==> src/hw/rtl/dsrg_pkg.sv <==
// Shared constants and control types of the dual stepper rate generator.
`default_nettype none
package dsrg_pkg;

	// Phase increment per issued step.
	localparam int unsigned PHASE_STEP = 80;

	localparam int unsigned SPEED_W = 16;
	localparam int unsigned RATE_W  = 15;
	localparam int unsigned TIME_W  = 16;
	localparam int unsigned STEPS_W = 10;
	localparam int unsigned ODO_W   = 32;
	localparam int unsigned PHASE_W = $clog2(PHASE_STEP);
	// Working phase: holds phase minus the largest rate, plus a sign bit.
	localparam int unsigned ACC_W   = RATE_W + 2;

	localparam int unsigned CFG_ADDR_W = 2;
	localparam int unsigned CFG_DATA_W = 16;
	localparam int unsigned IN_DATA_W  = 32;
	localparam int unsigned OUT_DATA_W = 88;

	// Configuration register indexes.
	localparam logic [CFG_ADDR_W-1:0] REG_MAX_SPEED        = 2'd0;
	localparam logic [CFG_ADDR_W-1:0] REG_STOP_TIMEOUT     = 2'd1;
	localparam logic [CFG_ADDR_W-1:0] REG_POWEROFF_TIMEOUT = 2'd2;

	localparam logic [RATE_W-1:0] MAX_SPEED_RST        = 15'd8192;
	localparam logic [TIME_W-1:0] STOP_TIMEOUT_RST     = 16'd1220;
	localparam logic [TIME_W-1:0] POWEROFF_TIMEOUT_RST = 16'd6100;

	// Request kinds carried on the input tuser.
	localparam logic REQ_TICK = 1'b0;
	localparam logic REQ_SET  = 1'b1;

	typedef struct packed {
		logic set;     // store saturated speeds, reload stop countdown
		logic tick;    // run countdowns, load working phases
		logic step;    // one accumulation step on each negative phase
		logic finish;  // commit phases and odometry, load the result
	} cmd_t;

	typedef struct packed {
		logic done;      // both working phases are non-negative
		logic out_busy;  // result register full and not taken this cycle
	} stat_t;

endpackage
`default_nettype wire

==> src/hw/rtl/dsrg_ctrl.sv <==
// Controller state machine that sequences set and tick items.
`default_nettype none
module dsrg_ctrl (
	input  wire              clk,
	input  wire              arst_n,
	input  wire              s_tvalid,
	input  wire              s_tuser,
	output logic             s_tready,
	input  dsrg_pkg::stat_t  status,
	output dsrg_pkg::cmd_t   cmd
);

	localparam logic ST_IDLE = 1'b0;
	localparam logic ST_RUN  = 1'b1;

	logic state_q;
	logic state_d;

	assign s_tready = (state_q == ST_IDLE);

	always_comb begin
		state_d = state_q;
		cmd     = '0;
		case (state_q)
			ST_IDLE: begin
				if (s_tvalid) begin
					if (s_tuser == dsrg_pkg::REQ_SET) begin
						cmd.set = 1'b1;
					end else begin
						cmd.tick = 1'b1;
						state_d  = ST_RUN;
					end
				end
			end
			ST_RUN: begin
				if (!status.done) begin
					cmd.step = 1'b1;
				end else if (!status.out_busy) begin
					cmd.finish = 1'b1;
					state_d    = ST_IDLE;
				end
			end
			default: state_d = ST_IDLE;
		endcase
	end

	always_ff @(posedge clk or negedge arst_n) begin
		if (!arst_n) begin
			state_q <= ST_IDLE;
		end else begin
			state_q <= state_d;
		end
	end

endmodule
`default_nettype wire

==> src/hw/rtl/dsrg_dp.sv <==
// Datapath: configuration, motor state, step accumulators and result register.
`default_nettype none
module dsrg_dp (
	input  wire                                    clk,
	input  wire                                    arst_n,
	input  wire                                    cfg_we,
	input  wire  [dsrg_pkg::CFG_ADDR_W-1:0]        cfg_addr,
	input  wire  [dsrg_pkg::CFG_DATA_W-1:0]        cfg_wdata,
	input  wire  [dsrg_pkg::IN_DATA_W-1:0]         in_data,
	input  dsrg_pkg::cmd_t                         cmd,
	output dsrg_pkg::stat_t                        status,
	output logic                                   m_tvalid,
	input  wire                                    m_tready,
	output logic [dsrg_pkg::OUT_DATA_W-1:0]        m_tdata
);

	localparam int unsigned RW  = dsrg_pkg::RATE_W;
	localparam int unsigned AW  = dsrg_pkg::ACC_W;
	localparam int unsigned PW  = dsrg_pkg::PHASE_W;
	localparam int unsigned TW  = dsrg_pkg::TIME_W;
	localparam int unsigned SW  = dsrg_pkg::STEPS_W;
	localparam int unsigned OW  = dsrg_pkg::ODO_W;
	localparam int unsigned VW  = dsrg_pkg::SPEED_W;

	// Saturates a signed speed to +/- lim; returns {forward, magnitude}.
	function automatic logic [RW:0] sat_speed(input logic [VW-1:0] s,
			input logic [RW-1:0] lim);
		logic signed [VW:0] sx;
		logic signed [VW:0] lp;
		logic signed [VW:0] ln;
		logic signed [VW:0] r;
		logic        [VW:0] mag;
		sx = $signed({s[VW-1], s});
		lp = $signed({{(VW+1-RW){1'b0}}, lim});
		ln = -lp;
		r  = sx;
		if (sx > lp) begin
			r = lp;
		end else if (sx < ln) begin
			r = ln;
		end
		mag = r[VW] ? (VW+1)'(-r) : (VW+1)'(r);
		return {~r[VW], mag[RW-1:0]};
	endfunction

	logic [RW-1:0] max_speed_q;
	logic [TW-1:0] stop_timeout_q;
	logic [TW-1:0] poweroff_timeout_q;
	logic [TW-1:0] stop_cnt_q;
	logic [TW-1:0] poff_cnt_q;
	logic          fwd1_q, fwd2_q;
	logic [RW-1:0] rate1_q, rate2_q;
	logic [PW-1:0] phase1_q, phase2_q;
	logic [AW-1:0] acc1_q, acc2_q;
	logic [SW-1:0] cnt1_q, cnt2_q;
	logic [OW-1:0] odo1_q, odo2_q;
	logic          en_q;
	logic          out_valid_q;
	logic [dsrg_pkg::OUT_DATA_W-1:0] out_data_q;

	logic [RW:0]   sat1, sat2;
	logic          stop_zero;
	logic [RW-1:0] rate1_eff, rate2_eff;
	logic [AW-1:0] acc1_init, acc2_init;
	logic [OW-1:0] odo1_next, odo2_next;

	assign sat1 = sat_speed(in_data[VW-1:0], max_speed_q);
	assign sat2 = sat_speed(in_data[2*VW-1:VW], max_speed_q);

	// An expired stop countdown clears both rates before this tick's steps.
	assign stop_zero = (stop_cnt_q == '0);
	assign rate1_eff = stop_zero ? '0 : rate1_q;
	assign rate2_eff = stop_zero ? '0 : rate2_q;
	assign acc1_init = {{(AW-PW){1'b0}}, phase1_q} - {{(AW-RW){1'b0}}, rate1_eff};
	assign acc2_init = {{(AW-PW){1'b0}}, phase2_q} - {{(AW-RW){1'b0}}, rate2_eff};

	assign odo1_next = fwd1_q ? odo1_q + OW'(cnt1_q) : odo1_q - OW'(cnt1_q);
	assign odo2_next = fwd2_q ? odo2_q + OW'(cnt2_q) : odo2_q - OW'(cnt2_q);

	assign status.done     = !acc1_q[AW-1] && !acc2_q[AW-1];
	assign status.out_busy = out_valid_q && !m_tready;

	assign m_tvalid = out_valid_q;
	assign m_tdata  = out_data_q;

	always_ff @(posedge clk or negedge arst_n) begin
		if (!arst_n) begin
			max_speed_q        <= dsrg_pkg::MAX_SPEED_RST;
			stop_timeout_q     <= dsrg_pkg::STOP_TIMEOUT_RST;
			poweroff_timeout_q <= dsrg_pkg::POWEROFF_TIMEOUT_RST;
		end else if (cfg_we) begin
			case (cfg_addr)
				dsrg_pkg::REG_MAX_SPEED:        max_speed_q        <= cfg_wdata[RW-1:0];
				dsrg_pkg::REG_STOP_TIMEOUT:     stop_timeout_q     <= cfg_wdata[TW-1:0];
				dsrg_pkg::REG_POWEROFF_TIMEOUT: poweroff_timeout_q <= cfg_wdata[TW-1:0];
				default: ;
			endcase
		end
	end

	always_ff @(posedge clk or negedge arst_n) begin
		if (!arst_n) begin
			fwd1_q     <= 1'b1;
			fwd2_q     <= 1'b1;
			rate1_q    <= '0;
			rate2_q    <= '0;
			phase1_q   <= '0;
			phase2_q   <= '0;
			acc1_q     <= '0;
			acc2_q     <= '0;
			cnt1_q     <= '0;
			cnt2_q     <= '0;
			odo1_q     <= '0;
			odo2_q     <= '0;
			stop_cnt_q <= '0;
			poff_cnt_q <= '0;
			en_q       <= 1'b0;
		end else begin
			if (cmd.set) begin
				fwd1_q     <= sat1[RW];
				rate1_q    <= sat1[RW-1:0];
				fwd2_q     <= sat2[RW];
				rate2_q    <= sat2[RW-1:0];
				stop_cnt_q <= stop_timeout_q;
			end
			if (cmd.tick) begin
				rate1_q <= rate1_eff;
				rate2_q <= rate2_eff;
				if (!stop_zero) begin
					stop_cnt_q <= stop_cnt_q - 1'b1;
				end
				if (rate1_eff == '0 && rate2_eff == '0) begin
					if (poff_cnt_q == '0) begin
						en_q <= 1'b0;
					end else begin
						poff_cnt_q <= poff_cnt_q - 1'b1;
						en_q       <= 1'b1;
					end
				end else begin
					poff_cnt_q <= poweroff_timeout_q;
					en_q       <= 1'b1;
				end
				acc1_q <= acc1_init;
				acc2_q <= acc2_init;
				cnt1_q <= '0;
				cnt2_q <= '0;
			end
			if (cmd.step) begin
				if (acc1_q[AW-1]) begin
					acc1_q <= acc1_q + AW'(dsrg_pkg::PHASE_STEP);
					cnt1_q <= cnt1_q + 1'b1;
				end
				if (acc2_q[AW-1]) begin
					acc2_q <= acc2_q + AW'(dsrg_pkg::PHASE_STEP);
					cnt2_q <= cnt2_q + 1'b1;
				end
			end
			if (cmd.finish) begin
				phase1_q <= acc1_q[PW-1:0];
				phase2_q <= acc2_q[PW-1:0];
				odo1_q   <= odo1_next;
				odo2_q   <= odo2_next;
			end
		end
	end

	always_ff @(posedge clk or negedge arst_n) begin
		if (!arst_n) begin
			out_valid_q <= 1'b0;
		end else if (cmd.finish) begin
			out_valid_q <= 1'b1;
		end else if (m_tready) begin
			out_valid_q <= 1'b0;
		end
	end

	always_ff @(posedge clk) begin
		if (cmd.finish) begin
			out_data_q <= {1'b0, odo2_next, odo1_next, cnt2_q, cnt1_q, fwd2_q, fwd1_q, en_q};
		end
	end

endmodule
`default_nettype wire

==> src/hw/rtl/dual_stepper_rate_generator_core.sv <==
// Top level of the dual stepper rate generator: controller plus datapath.
// Set: stored at the transfer, no result. Tick: the transfer loads the working phases,
// then the one-step-per-cycle accumulator loop runs N steps, N the larger step count
// of both motors (at most 410); the next item is taken once the result is registered.
// Reset (arst_n low) restores register defaults, forward directions, zero rates, phases
// and odometry, and an empty result register.
`default_nettype none
module dual_stepper_rate_generator_core (
	input  wire                                clk,
	input  wire                                arst_n,
	input  wire                                cfg_we,
	input  wire  [dsrg_pkg::CFG_ADDR_W-1:0]    cfg_addr,
	input  wire  [dsrg_pkg::CFG_DATA_W-1:0]    cfg_wdata,
	input  wire                                s_tvalid,
	output logic                               s_tready,
	// speed_first[15:0], speed_second[31:16]
	input  wire  [dsrg_pkg::IN_DATA_W-1:0]     s_tdata,
	// req_type[0]
	input  wire                                s_tuser,
	output logic                               m_tvalid,
	input  wire                                m_tready,
	// drivers_enabled[0], dir_first[1], dir_second[2], steps_first[12:3],
	// steps_second[22:13], odometry_first[54:23], odometry_second[86:55], zero[87]
	output logic [dsrg_pkg::OUT_DATA_W-1:0]    m_tdata
);

	dsrg_pkg::cmd_t  cmd;
	dsrg_pkg::stat_t status;

	dsrg_ctrl u_ctrl (
		.clk      (clk),
		.arst_n   (arst_n),
		.s_tvalid (s_tvalid),
		.s_tuser  (s_tuser),
		.s_tready (s_tready),
		.status   (status),
		.cmd      (cmd)
	);

	dsrg_dp u_dp (
		.clk       (clk),
		.arst_n    (arst_n),
		.cfg_we    (cfg_we),
		.cfg_addr  (cfg_addr),
		.cfg_wdata (cfg_wdata),
		.in_data   (s_tdata),
		.cmd       (cmd),
		.status    (status),
		.m_tvalid  (m_tvalid),
		.m_tready  (m_tready),
		.m_tdata   (m_tdata)
	);

endmodule
`default_nettype wire
==> config.mk <==
export PLATFORM = sky130hd
export DESIGN_NAME = dual_stepper_rate_generator_core
export DESIGN_NICKNAME = d
export VERILOG_FILES = /design/src/hw/rtl/dsrg_pkg.sv /design/src/hw/rtl/dsrg_ctrl.sv /design/src/hw/rtl/dsrg_dp.sv /design/src/hw/rtl/dual_stepper_rate_generator_core.sv
export SDC_FILE = /design/constraint.sdc
export NUM_CORES = 1
export LEC_CHECK = 0
export BUFFER_PORTS_ARGS = -buffer_cell sky130_fd_sc_hd__clkbuf_2
export CAP_MARGIN = 10
export CELL_PAD_IN_SITES_DETAIL_PLACEMENT = 0
export CELL_PAD_IN_SITES_GLOBAL_PLACEMENT = 1
export CORE_AREA = 3 3 230 232
export DETAILED_ROUTE_END_ITERATION = 10
export DIE_AREA = 0 0 233 235
export GPL_ROUTABILITY_DRIVEN = 0
export PLACE_DENSITY_LB_ADDON = 0.12
export SKIP_CTS_REPAIR_TIMING = 1
export SYNTH_ARGS = -nofsm -noshare
export SYNTH_HDL_FRONTEND = slang
export SYNTH_SLANG_ARGS = --single-unit
==> constraint.sdc <==
create_clock -name clk -period 5.4 [get_ports clk]
set_clock_uncertainty 0.2 [all_clocks]
set_input_delay 1.08 -clock clk [delete_from_list [all_inputs] [get_ports clk]]
set_output_delay 1.08 -clock clk [all_outputs]
set_load 0.05 [all_outputs]
==> After elaboration in Yosys (flattened, before gate mapping) <==
Index checks and enable logic that the tools add are counted.
Widths: inputs -> output; s select.
{ "word_totals": {"in_bits": 56, "regBits": 333, "wordCells": 110} }
{ "op_classes": {"n_lt_le_gt_ge": 4, "muxes": 47, "eq_ne": 3, "n_addsub": 15, "reduce_logical": 17, "bitwise": 3} }
{ "ops": {"columns": ["operator", "count"], "rows": [
  ["$mux 17", 10],
  ["$mux 15", 8],
  ["$mux 16", 5],
  ["$add 32x10->32", 2],
  ["$mux 32", 2],
  ["$sub 32x10->32", 2],
  ["$mux 10", 6],
  ["$add 17x7->17 const B", 2],
  ["$lt 16x17->1", 2],
  ["$gt 16x16->1", 2],
  ["$logic_not 16->1", 2],
  ["$sub 16x1->16 const B", 2],
  ["$sub 7x15->16", 2],
  ["$logic_not 15->1", 2],
  ["$neg 15->15", 2],
  ["$add 10x1->10 const B", 2],
  ["$neg 15->17", 1],
  ["$mux 1", 12],
  ["$reduce_and 2->1", 4],
  ["$mux 2", 3],
  ["$reduce_bool 2->1", 2],
  ["$logic_and 1x1->1", 3],
  ["$logic_not 1->1", 3],
  ["$not 1->1", 3],
  ["other kinds (5)", 5]
]} }

==> Depth between registers and ports, before layout <==
Gate-level depths: netlist of run 1.
{ "logic_depth": {"depth_word": 8, "depth_mapped": 23} }

==> Modules after synthesis <==
Synthesis of run 1 repeated with hierarchy kept, for this count alone.
{ "unflattened": {"hier_cells": 2121, "area_unflattened_um2": 20845.0} }
{ "by_module_without_submodules": {"columns": ["mod", "area_each_um2", "instances", "cells_each", "seq_area_each_um2"], "rows": [
  ["dsrg_dp", 20776.2, 1, 2113, 8762.2],
  ["dsrg_ctrl", 68.8, 1, 8, 25.0]
]} }

==> Worst setup path after synthesis of run 1 <==
Ideal clock, no wire load.
{ "synth_path": {"path_type": "register -> register", "from": "register u_dp.max_speed_q[0]", "to": "register u_dp.rate1_q[13]", "path_buffers": 1, "path_slack_ps": 150, "arrival_ps": 4921, "stages_incl_launch_ff": 21, "synth_period_minus_slack_ps": 5250, "cell_sequence": "dfrtp_1 > inv_1 > ha_1 > nor4b_1 > nand3_1 > or3_1 > nor2_1 > nand2b_1 > ha_1 > a21o_1 > nand2_1 > nand3b_1 > o41ai_1 > a21oi_4 > buf_2 > o22ai_1 > o21ai_1 > or4b_4 > o31a_1 > xnor2_1 > o21ai_1"} }
{ "synth_between": {"elab_chain_len": 8, "elab_cells_between_ends": 9, "cone_classes": "add/sub (2); order compare (2); mux (5)"} }
{ "synth_lines": {"columns": ["element", "line_no", "source"], "rows": [
  ["start, declared", "dsrg_dp.sv:46", "logic [RW-1:0] max_speed_q;"],
  ["start signal, assigned", "dsrg_dp.sv:88", "max_speed_q <= dsrg_pkg::MAX_SPEED_RST;"],
  ["start signal, assigned", "dsrg_dp.sv:93", "dsrg_pkg::REG_MAX_SPEED: max_speed_q <= cfg_wdata[RW-1:0];"],
  ["$neg 15->17", "dsrg_dp.sv:35", "ln = -lp;"],
  ["$lt 16x17->1", "dsrg_dp.sv:39", "end else if (sx < ln) begin"],
  ["$mux 17", "dsrg_dp.sv:39", null],
  ["$mux 17 *", "dsrg_dp.sv:37", "if (sx > lp) begin"],
  ["$neg 15->15", "dsrg_dp.sv:42", "mag = r[VW] ? (VW+1)'(-r) : (VW+1)'(r);"],
  ["$mux 15 *", "dsrg_dp.sv:42", null],
  ["$mux 15 *", "dsrg_dp.sv:119", "if (cmd.set) begin"],
  ["$mux 15 *", "dsrg_dp.sv:126", "if (cmd.tick) begin"],
  ["end signal, assigned", "dsrg_dp.sv:121", "rate1_q <= sat1[RW-1:0];"],
  ["end signal, assigned", "dsrg_dp.sv:127", "rate1_q <= rate1_eff;"],
  ["end, declared", "dsrg_dp.sv:52", "logic [RW-1:0] rate1_q, rate2_q;"]
]} }
Every way passes the cells marked *; elsewhere a longest branch is shown, timed or not. The select of a mux whose other input is x is not followed.
A chain may end at the register's enable or synchronous reset.

==> Worst setup path in the final report of run 1 <==
{ "layout_path": {"from": "register u_dp.max_speed_q[2]", "to": "register u_dp.rate2_q[13]"} }
{ "layout_between": {"elab_chain_len": 8, "elab_cells_between_ends": 9, "cone_classes": "add/sub (2); order compare (2); mux (5)"} }
{ "layout_lines": {"columns": ["element", "line_no", "source"], "rows": [
  ["$neg 15->17", "dsrg_dp.sv:35", null],
  ["$lt 16x17->1", "dsrg_dp.sv:39", null],
  ["$mux 17", "dsrg_dp.sv:39", null],
  ["$mux 17 *", "dsrg_dp.sv:37", null],
  ["$neg 15->15", "dsrg_dp.sv:42", null],
  ["$mux 15 *", "dsrg_dp.sv:42", null],
  ["$mux 15 *", "dsrg_dp.sv:119", null],
  ["$mux 15 *", "dsrg_dp.sv:126", null],
  ["end signal, assigned", "dsrg_dp.sv:123", "rate2_q <= sat2[RW-1:0];"],
  ["end signal, assigned", "dsrg_dp.sv:128", "rate2_q <= rate2_eff;"],
  ["end, declared", "dsrg_dp.sv:52", null]
]} }
Marks and branches as above.

==> flow_summary.yaml, run 1 <==
global_route:
  grt_usage_pct: 21.5
  grt_overflow_total: 0
  grt_max_degree: 114
  grt_pass1_vias: 17400
  antenna_found_initial: 1
  grt_pass1_wl_um: 95100
route:
  drtAntennaViolNets: 0
  num_vias: 17700
  detail_route.wl_per_cell_um: 18.5
  drtIter0Drc: 1288
  dr.pass1.iters: 6
  vias_per_cell: 5.54
  wirelength_um: 59100
  drc: 0
synth:
  synth.ff_latch_count: 333
  syn_area_um2: 20800
  synth_seq_area_share_pct: 42.2
  async_reset_ff_share_pct: 73.9
  synth_edf_count: 87
  synth_fp_nets: 2497
  synthDistinctLibCells: 95
  ys_warn_count: 0
  postSynthCellCount: 2290
  avgSynthCellArea_um2: 9.09
  synthFlopType: "dfrtp_1"
critical_path:
  r2r_end: "u_dp.rate2_q[13]$_DFFE_PN0P_"
  required_ps: 5650
  rr_startpoint: "u_dp.max_speed_q[2]$_DFFE_PN0P_"
  crit_arrival_ps: 5450
  cp_max_fo: 12
  worst-r2r-setup-slack_ps: 200
  ff2ff_path_depth: 18
  path_class: "flip-flop to flip-flop"
  cp-start-kind: "flip-flop"
  critPathCaptureType: "flip-flop"
placed_design:
  placed_cells: 3118
  dp.final_hpwl_um: 44100
  numPortBuffers: 144
floorplan:
  num_rows: 83
  io_pins: 146
  die_y_um: 235
  start_util_pct: 40.6
  fp.coreArea_um2: 51200
  dieWidth_um: 233
  die_area_um2: 54800
hold_path:
  hold_path_depth: 0
  hold_class: "flip-flop to flip-flop"
  hp-start: "u_dp.en_q$_DFFE_PN0P_"
  worstHoldEndpoint: "u_dp.m_tdata[0]$_DFFE_PP_"
job:
  drv_cap: 0
sta:
  finalCritPeriodShare_pct: 96.3
  setup_viol: 0
  rsz0062_at_grt: "true"
  timing.final.crit_period_ps: 5200
  maxSlewViolCount: 0
  finalHoldViolCount: 0
  max-slew-margin-rel_pct: 37.1
  worst_pin_slew_ps: 943
  fmax_mhz: 192
final_layout:
  syn2layout_area_growth_pct: 16.6
  final_core_util_pct: 47.4
  finalNonFillerCells: 3197
  nets: 2690
  drive_above_1_share_pct: 16.9
  layout_commonest_cell: "nand2_1"
  mostFrequentLayoutCells: "nand2_1, dfrtp_1, nor2_1"
clock_tree:
  cts.sinks: 333
  cts_tree: "built"
  numCtsBuffers: 41
  clockRootBuffer: "clkbuf_16"
  clock_latency_ps: 570
  ctsLongestPathBuffers: 3
  cts_max_level: 2
  clk_pin_slew_ps: 60
power_and_ir_drop:
  peakVddDrop_uv: 225
  cellLeakagePower_nw: 10.8
  power_density_nw_per_um2: 669
  p_total_w: 0.0162
run_status:
  outcome: "finished clean"
[worst max-delay path, cell delays in order (launching register included)]
cell and delay [ps]:
dfrtp_1 410, buf_4 170, inv_1 300, a31oi_1 140, nor2_1 420, inv_1 160, ha_1 230, or3_1 350
o221ai_1 170, a21oi_1 120, o211ai_1 370, a21oi_1 130, buf_4 190, or4_1 500, o221a_2 190, nor4_2 500
a31oi_1 170, xnor2_1 160, a22o_1 200
[metal layers]
metal / up-vias / GRT usage (%) / part of all wire [%]
met5: - / 0 / 0
met4: 0 / 7.65 / 3.7
met3: 132 / 2.81 / 4.3
met2: 438 / 35.1 / 47
met1: 8527 / 29.3 / 45
li1: 8621 / - / -
[layout make-up]
type	instances	area (µm²)
clock inverter	19	208
fill	4950	26900
multi-input combinational	1774	11400
tap	680	851
sequential	333	8790
timing repair buffer	238	1460
inverter	95	362
antenna	1	2.50
clock buffer	57	1150
[logic make-up (layout without fill, tap and decap cells)]
| kind of cell | Yosys count | in the layout | synth area share [%] |
|---|---|---|---|
| DFF | 333 | 333 | 42.2 |
| muxes | 58 | 58 | 3.09 |
| AOI/OAI and AO/OA | 583 | 583 | 17.8 |
| and+or+nand+nor | 856 | 856 | 18.8 |
| xor gates and xnor gates | 125 | 125 | 5.39 |
| adders and majority gates | 151 | 151 | 9.23 |
| buffers and inverters | 183 | 409 | 3.43 |
| other | 1 | 2 | 0.0180 |
[cells in the mapped netlist (all sizes together), types with 11 or more instances]
cell type	instances	area share [%]
nor2b	17	0.51
clkbuf	78	1.4
or3	13	0.41
nor2	210	3.8
o21ai	178	4.3
ha	147	8.8
o211ai	11	0.40
and2	14	0.42
a21oi	157	3.8
nor4	28	0.87
a31oi	23	0.69
dfstp	15	1.9
xnor2	81	3.4
nand2	350	6.3
o221ai	13	0.55
xor2	42	1.8
mux2	49	2.7
and3	18	0.54
nand4	17	0.51
a21o	33	1.2
or4	12	0.45
dfrtp	231	28
nand3	63	1.5
nand2b	27	0.81
edfxtp	87	13
o22ai	15	0.45
o21bai	11	0.40
inv	94	1.7
nor3	53	1.3
o31ai	18	0.74
o21a	23	0.84
[report_power, final]
part           switching (W)  internal (W)  total [W]
combinational        0.00536       0.00368    0.00904
clock                0.00111       0.00164    0.00275
sequential          0.000658       0.00379    0.00445
[worst max path at each step]
| stage | startpoint | endpoint | slack, ps | cells past startpoint |
|---|---|---|---|---|
| after floorplan | u_dp.max_speed_q[0]$_DFFE_PN0P_ | u_dp.rate1_q[13]$_DFFE_PN0P_ | 150 | 20 |
| after global placement | u_dp.max_speed_q[0]$_DFFE_PN0P_ | u_dp.rate1_q[13]$_DFFE_PN0P_ | 10 | 20 |
| after detailed placement | u_dp.max_speed_q[0]$_DFFE_PN0P_ | u_dp.rate1_q[13]$_DFFE_PN0P_ | -60 | 20 |
| after CTS | u_dp.max_speed_q[0]$_DFFE_PN0P_ | u_dp.rate1_q[13]$_DFFE_PN0P_ | -100 | 20 |
| after global routing | u_dp.max_speed_q[0]$_DFFE_PN0P_ | u_dp.rate1_q[10]$_DFFE_PN0P_ | -80 | 22 |
| final | u_dp.max_speed_q[2]$_DFFE_PN0P_ | u_dp.rate2_q[13]$_DFFE_PN0P_ | 200 | 18 |
[sequential cells by signal, indices dropped and copies added, names as in the netlist, 7 cells and up]
name	flops
u_dp.rate1_q	15
u_dp.phase2_q	7
u_dp.phase1_q	7
u_dp.odo1_q	32
u_dp.rate2_q	15
u_dp.poff_cnt_q	16
u_dp.stop_cnt_q	16
u_dp.acc2_q	17
u_dp.odo2_q	32
u_dp.poweroff_timeout_q	16
u_dp.cnt2_q	10
u_dp.stop_timeout_q	16
u_dp.acc1_q	17
u_dp.m_tdata	87
u_dp.max_speed_q	15
u_dp.cnt1_q	10
[through the flow]
step	worst slack [ps]	TNS (ps)	area, µm²	hold slack (ps)
4_1_cts	-103	-229	24100	274
3_5_place_dp	-62.4	-109	22800	257
6_report	199	0	24300	260
3_3_place_gp	12.0	0	22800	243
2_1_floorplan	150	0	20800	220
5_1_grt	-82.8	-128	24300	282
Power figures use the tool's default switching activity.
==> inputs of run 2 (changes only) <==
--- a/config.mk
+++ b/config.mk
@@ -5,6 +5,7 @@
 export SDC_FILE = /design/constraint.sdc
 export NUM_CORES = 1
 export LEC_CHECK = 0
+export ABC_CLOCK_PERIOD_IN_PS = 5400
 export BUFFER_PORTS_ARGS = -buffer_cell sky130_fd_sc_hd__clkbuf_2
 export CAP_MARGIN = 10
 export CELL_PAD_IN_SITES_DETAIL_PLACEMENT = 0
@@ -13,6 +14,8 @@
 export DETAILED_ROUTE_END_ITERATION = 10
 export DIE_AREA = 0 0 233 235
 export GPL_ROUTABILITY_DRIVEN = 0
+export GPL_TIMING_DRIVEN = 0
+export HOLD_SLACK_MARGIN = 0.1
 export PLACE_DENSITY_LB_ADDON = 0.12
 export SKIP_CTS_REPAIR_TIMING = 1
 export SYNTH_ARGS = -nofsm -noshare
==> flow_summary.yaml, run 2 (synthesized netlist as in run 1, its figures left out) <==
run_status:
  outcome: "finished clean"
route:
  drtAntennaViolNets: 0
  drtIter0Drc: 1258
  dr.pass1.iters: 5
  detail_route.wl_per_cell_um: 19.0
  drc: 0
  vias_per_cell: 5.50
  wirelength_um: 60900
  num_vias: 17600
floorplan:
  io_pins: 146
  die_area_um2: 54800
  die_y_um: 235
  fp.coreArea_um2: 51200
  start_util_pct: 40.6
  dieWidth_um: 233
  num_rows: 83
critical_path:
  crit_arrival_ps: 5510
  slowest_stage: "or4_4"
  cp_slowest_stage_delay_ps: 520
  worst-r2r-setup-slack_ps: 120
  ff2ff_path_depth: 22
  crit_chain: "clkinv_4 -> ha_4 -> nor4b_4 -> nand3_4 -> or3_4 -> nor2_4 -> nand2b_4 -> ha_4 -> a21o_1 -> nand2_1 -> nand3b_1 -> or2_4 -> o41a_1 -> o311a_1 -> a211oi_2 -> or2_4 -> ha_4 -> inv_4 -> or4_4 -> o21ai_2 -> xor2_1 -> o21ai_1"
  required_ps: 5630
  endpoint: "u_dp.rate1_q[10]$_DFFE_PN0P_"
  cp-start-kind: "flip-flop"
  path_class: "flip-flop to flip-flop"
  r2r_end: "u_dp.rate1_q[10]$_DFFE_PN0P_"
  cp-startpoint: "u_dp.max_speed_q[1]$_DFFE_PN0P_"
  rr_startpoint: "u_dp.max_speed_q[1]$_DFFE_PN0P_"
  cp_max_fo: 7
  critPathCaptureType: "flip-flop"
  cpMostUsedCell: "ha_4"
global_route:
  antenna_found_initial: 1
  grt_pass1_wl_um: 95000
  grt_usage_pct: 21.7
  grt_max_degree: 109
  grt_pass1_vias: 17100
  grt_overflow_total: 0
final_layout:
  mostFrequentLayoutCells: "nand2_1, dfrtp_1, nor2_1"
  drive_above_1_share_pct: 15.7
  finalNonFillerCells: 3210
  layout_commonest_cell: "nand2_1"
  nets: 2705
  largest_reg_flops: 87
  nFillCells: 4957
  syn2layout_area_growth_pct: 17.1
  stdcell_area_um2: 24400
clock_tree:
  cts_tree: "built"
  clk_pin_slew_ps: 60
  clock_latency_ps: 560
  cts_max_level: 2
  ctsLongestPathBuffers: 3
  cts.sinks: 333
  numCtsBuffers: 39
  clockRootBuffer: "clkbuf_16"
sta:
  fmax_mhz: 189
  max-slew-margin-rel_pct: 38.7
  finalHoldViolCount: 0
  rsz0062_at_grt: "true"
  timing.final.crit_period_ps: 5280
  worst_pin_slew_ps: 912
  maxSlewViolCount: 0
  finalCritPeriodShare_pct: 97.8
  setup_viol: 0
hold_path:
  hold_class: "flip-flop to flip-flop"
power_and_ir_drop:
  power_density_nw_per_um2: 665
  peakVddDrop_uv: 233
  p_total_w: 0.0162
  cellLeakagePower_nw: 10.7
placed_design:
  dp.final_hpwl_um: 45900
  numPortBuffers: 144
  placed_cells: 3118
  place_area_um2: 22500
job:
  drv_cap: 0
## run 2: changes by cell type in the layout (fill, tap and decap cells not counted), moves of 4 or more
cell	change
buf_2	+7
buf_4	-73
clkbuf_1	+71
nor4_1	-4
o21ai_0	-7
o21ai_2	+4
## run 2: through the flow
stage | utilization, % | setup TNS [ps] | setup slack, ps | hold WS [ps]
6_report | 47.6 | 0 | 117 | 256
5_1_grt | 47.6 | -429 | -78.0 | 278
4_1_cts | 46.4 | -50050 | -1670 | 260
3_5_place_dp | 43.9 | -46380 | -1610 | 245
3_3_place_gp | 43.7 | -786000 | -2550 | 240
2_1_floorplan | - | 0 | 150 | 220
## run 2: power breakdown
group	leakage (nW)	total, W	internal (W)	switching, W
sequential	3.77	0.00447	0.00379	0.000683
clock	0.624	0.00264	0.00156	0.00107
combinational	6.29	0.00909	0.00363	0.00546
## run 2: worst min path at each step
stage	start	end	slack (ps)	cells past startpoint
after global routing	u_dp.cnt2_q[2]$_DFF_PN0_	u_dp.m_tdata[15]$_DFFE_PP_	280	0
after detailed placement	u_dp.cnt1_q[3]$_DFF_PN0_	u_dp.m_tdata[6]$_DFFE_PP_	240	0
after floorplan	u_dp.cnt2_q[6]$_DFF_PN0_	u_dp.m_tdata[19]$_DFFE_PP_	220	0
after CTS	u_dp.cnt1_q[3]$_DFF_PN0_	u_dp.m_tdata[6]$_DFFE_PP_	260	0
final	u_dp.cnt1_q[3]$_DFF_PN0_	u_dp.m_tdata[6]$_DFFE_PP_	260	0
after global placement	u_dp.cnt2_q[2]$_DFF_PN0_	u_dp.m_tdata[15]$_DFFE_PP_	240	0
## run 2: metal layers
metal | wire length [µm] | vias up | GRT usage (%)
li1 | - | 8666 | -
met1 | 27500 | 8442 | 28.9
met2 | 28800 | 417 | 36.5
met3 | 2340 | 123 | 2.59
met4 | 2200 | 0 | 7.63
met5 | 0 | - | 0
## run 2: worst max-delay path: cells and delay by family (launching register included)
kind | cells | cell delay, ps
simple gates | 10 | 2510
compound gates | 6 | 1230
fa+ha+maj | 3 | 510
flops | 1 | 430
xor+xnor | 1 | 170
buf+inv | 2 | 120
## run 2: final cells by class
class | count | area, µm² | share of cell area, %
antenna | 1 | 2.50 | 0.0103
tap | 680 | 851 | 3.49
clock buffer | 52 | 1090 | 4.46
timing repair buffer | 167 | 963 | 3.96
clock inverter | 20 | 189 | 0.776
buffer | 88 | 372 | 1.53
inverter | 95 | 369 | 1.52
multi-input combinational | 1774 | 11700 | 48.2
sequential | 333 | 8790 | 36.1
==> inputs of run 3 (changes only) <==
--- a/config.mk
+++ b/config.mk
@@ -17,6 +17,7 @@
 export GPL_TIMING_DRIVEN = 0
 export HOLD_SLACK_MARGIN = 0.1
 export PLACE_DENSITY_LB_ADDON = 0.12
+export SETUP_SLACK_MARGIN = 0.4
 export SKIP_CTS_REPAIR_TIMING = 1
 export SYNTH_ARGS = -nofsm -noshare
 export SYNTH_HDL_FRONTEND = slang
==> flow_summary.yaml, run 3 (synthesized netlist as in run 1, its figures left out) <==
run_status:
  outcome: "finished clean"
clock_tree:
  clock_latency_ps: 560
  clk_pin_slew_ps: 60
  cts.sinks: 333
  cts_max_level: 2
  cts_tree: "built"
  ctsLongestPathBuffers: 3
  numCtsBuffers: 39
  clockRootBuffer: "clkbuf_16"
floorplan:
  num_rows: 83
  io_pins: 146
  die_area_um2: 54800
  start_util_pct: 40.6
  die_y_um: 235
  fp.coreArea_um2: 51200
  dieWidth_um: 233
final_layout:
  syn2layout_area_growth_pct: 19.5
  drive_above_1_share_pct: 19.0
  final_core_util_pct: 48.6
  largest_reg_flops: 87
  layout_commonest_cell: "nand2_1"
  nFillCells: 4941
  stdcell_area_um2: 24900
  mostFrequentLayoutCells: "nand2_1, dfrtp_1, nor2_1"
  nets: 2722
critical_path:
  cp-start-kind: "flip-flop"
  critPathCaptureType: "flip-flop"
  path_class: "flip-flop to flip-flop"
  crit_arrival_ps: 5500
  required_ps: 5610
  cp_max_fo: 7
sta:
  max-slew-margin-rel_pct: 29.9
  finalCritPeriodShare_pct: 97.8
  maxSlewViolCount: 0
  finalHoldViolCount: 0
  timing.final.crit_period_ps: 5280
  rsz0062_at_grt: "true"
  fmax_mhz: 189
  setup_viol: 0
  worst_pin_slew_ps: 1050
  whs_ps: 249
hold_path:
  hold_class: "primary input to asynchronous set/reset pin"
placed_design:
  numPortBuffers: 144
  dp.final_hpwl_um: 46200
  place_area_um2: 22500
route:
  detail_route.wl_per_cell_um: 19.2
  drtAntennaViolNets: 0
  dr.pass1.iters: 5
  wirelength_um: 62000
  vias_per_cell: 5.52
  num_vias: 17800
  drtIter0Drc: 1152
  drc: 0
power_and_ir_drop:
  peakVddDrop_uv: 269
  power_density_nw_per_um2: 670
  cellLeakagePower_nw: 10.8
global_route:
  grt_pass1_wl_um: 95700
  grt_overflow_total: 0
  grt_max_degree: 102
  grt_pass1_vias: 17000
  grt_usage_pct: 22.0
  antenna_found_initial: 2
job:
  drv_cap: 0
==> run 3: cell types whose count changed in the layout (fill, tap and decap cells not counted), moves of 6 or more <==
cell,delta
buf_4,+18
o21ai_0,-11
nor2_1,-6
clkbuf_1,-7
o21ai_2,+9
a21oi_1,-12
a21oi_2,+10
==> run 3: worst paths after layout <==
check,start,to,slack [ps],cells past startpoint
setup reg to reg,u_dp.max_speed_q[1]$_DFFE_PN0P_,u_dp.rate1_q[13]$_DFFE_PN0P_,120,20
setup / recovery,u_dp.max_speed_q[1]$_DFFE_PN0P_,u_dp.rate1_q[13]$_DFFE_PN0P_,120,20
hold reg to reg,u_dp.cnt1_q[2]$_DFF_PN0_,u_dp.m_tdata[5]$_DFFE_PP_,250,0
hold / removal,arst_n,u_dp.odo1_q[5]$_DFFE_PN0P_,250,1
min in group clk,u_dp.cnt1_q[2]$_DFF_PN0_,u_dp.m_tdata[5]$_DFFE_PP_,250,0
max in group asynchronous,arst_n,u_dp.max_speed_q[0]$_DFFE_PN0P_,3350,3
==> run 3: worst max-delay path, cell delays in order (launching register included) <==
cell and delay, ps:
dfrtp_2 480, clkinv_4 100, ha_4 150, nor4b_4 270, nand3_4 160, or3_4 460
nor2_4 170, nand2b_4 190, ha_4 210, a21o_1 170, nand2_1 60, nand3b_1 160
or2_4 290, o41a_1 200, o311a_1 360, o31ai_4 240, o21ai_2 130, or4b_4 590
o31a_1 310, xnor2_1 160, o21ai_1 70
==> run 3: final cells by class <==
class                           instances  area [µm²]  area share, %
Clock buffer                           50        1080           4.34
Inverter                               95         364           1.46
Multi-Input combinational cell       1774       12100           48.6
Tap cell                              680         851           3.42
Sequential cell                       333        8790           35.4
Timing Repair Buffer                  184        1080           4.36
Clock inverter                         22         216          0.870
Antenna cell                            1        2.50         0.0101
Buffer                                 88         395           1.59
==> run 3: layer usage <==
layer | routed length, µm | global-route usage, % | up-vias
met5 | 12 | 0 | -
met4 | 1690 | 5.99 | 2
met3 | 2590 | 2.89 | 107
met2 | 30000 | 37.1 | 397
met1 | 27800 | 29.5 | 8591
li1 | - | - | 8718
==> run 3: through the flow <==
stage,setup TNS [ps],std cells,power (W),setup WS [ps]
6_report,0,3227,0.0167,117
4_1_cts,-31110,3189,0.0160,-859
5_1_grt,-37.2,3226,0.0181,-37.2
2_1_floorplan,0,2290,0.0110,370
3_5_place_dp,-28540,3117,0.0133,-837
3_3_place_gp,-597220,3114,0.0131,-2480
==> run 3: power breakdown <==
group          leakage (nW)  internal, W  switching [W]
logic                  6.45      0.00385        0.00566
clock network         0.619      0.00157        0.00111
registers              3.77      0.00379       0.000687
total                  10.8      0.00921        0.00745
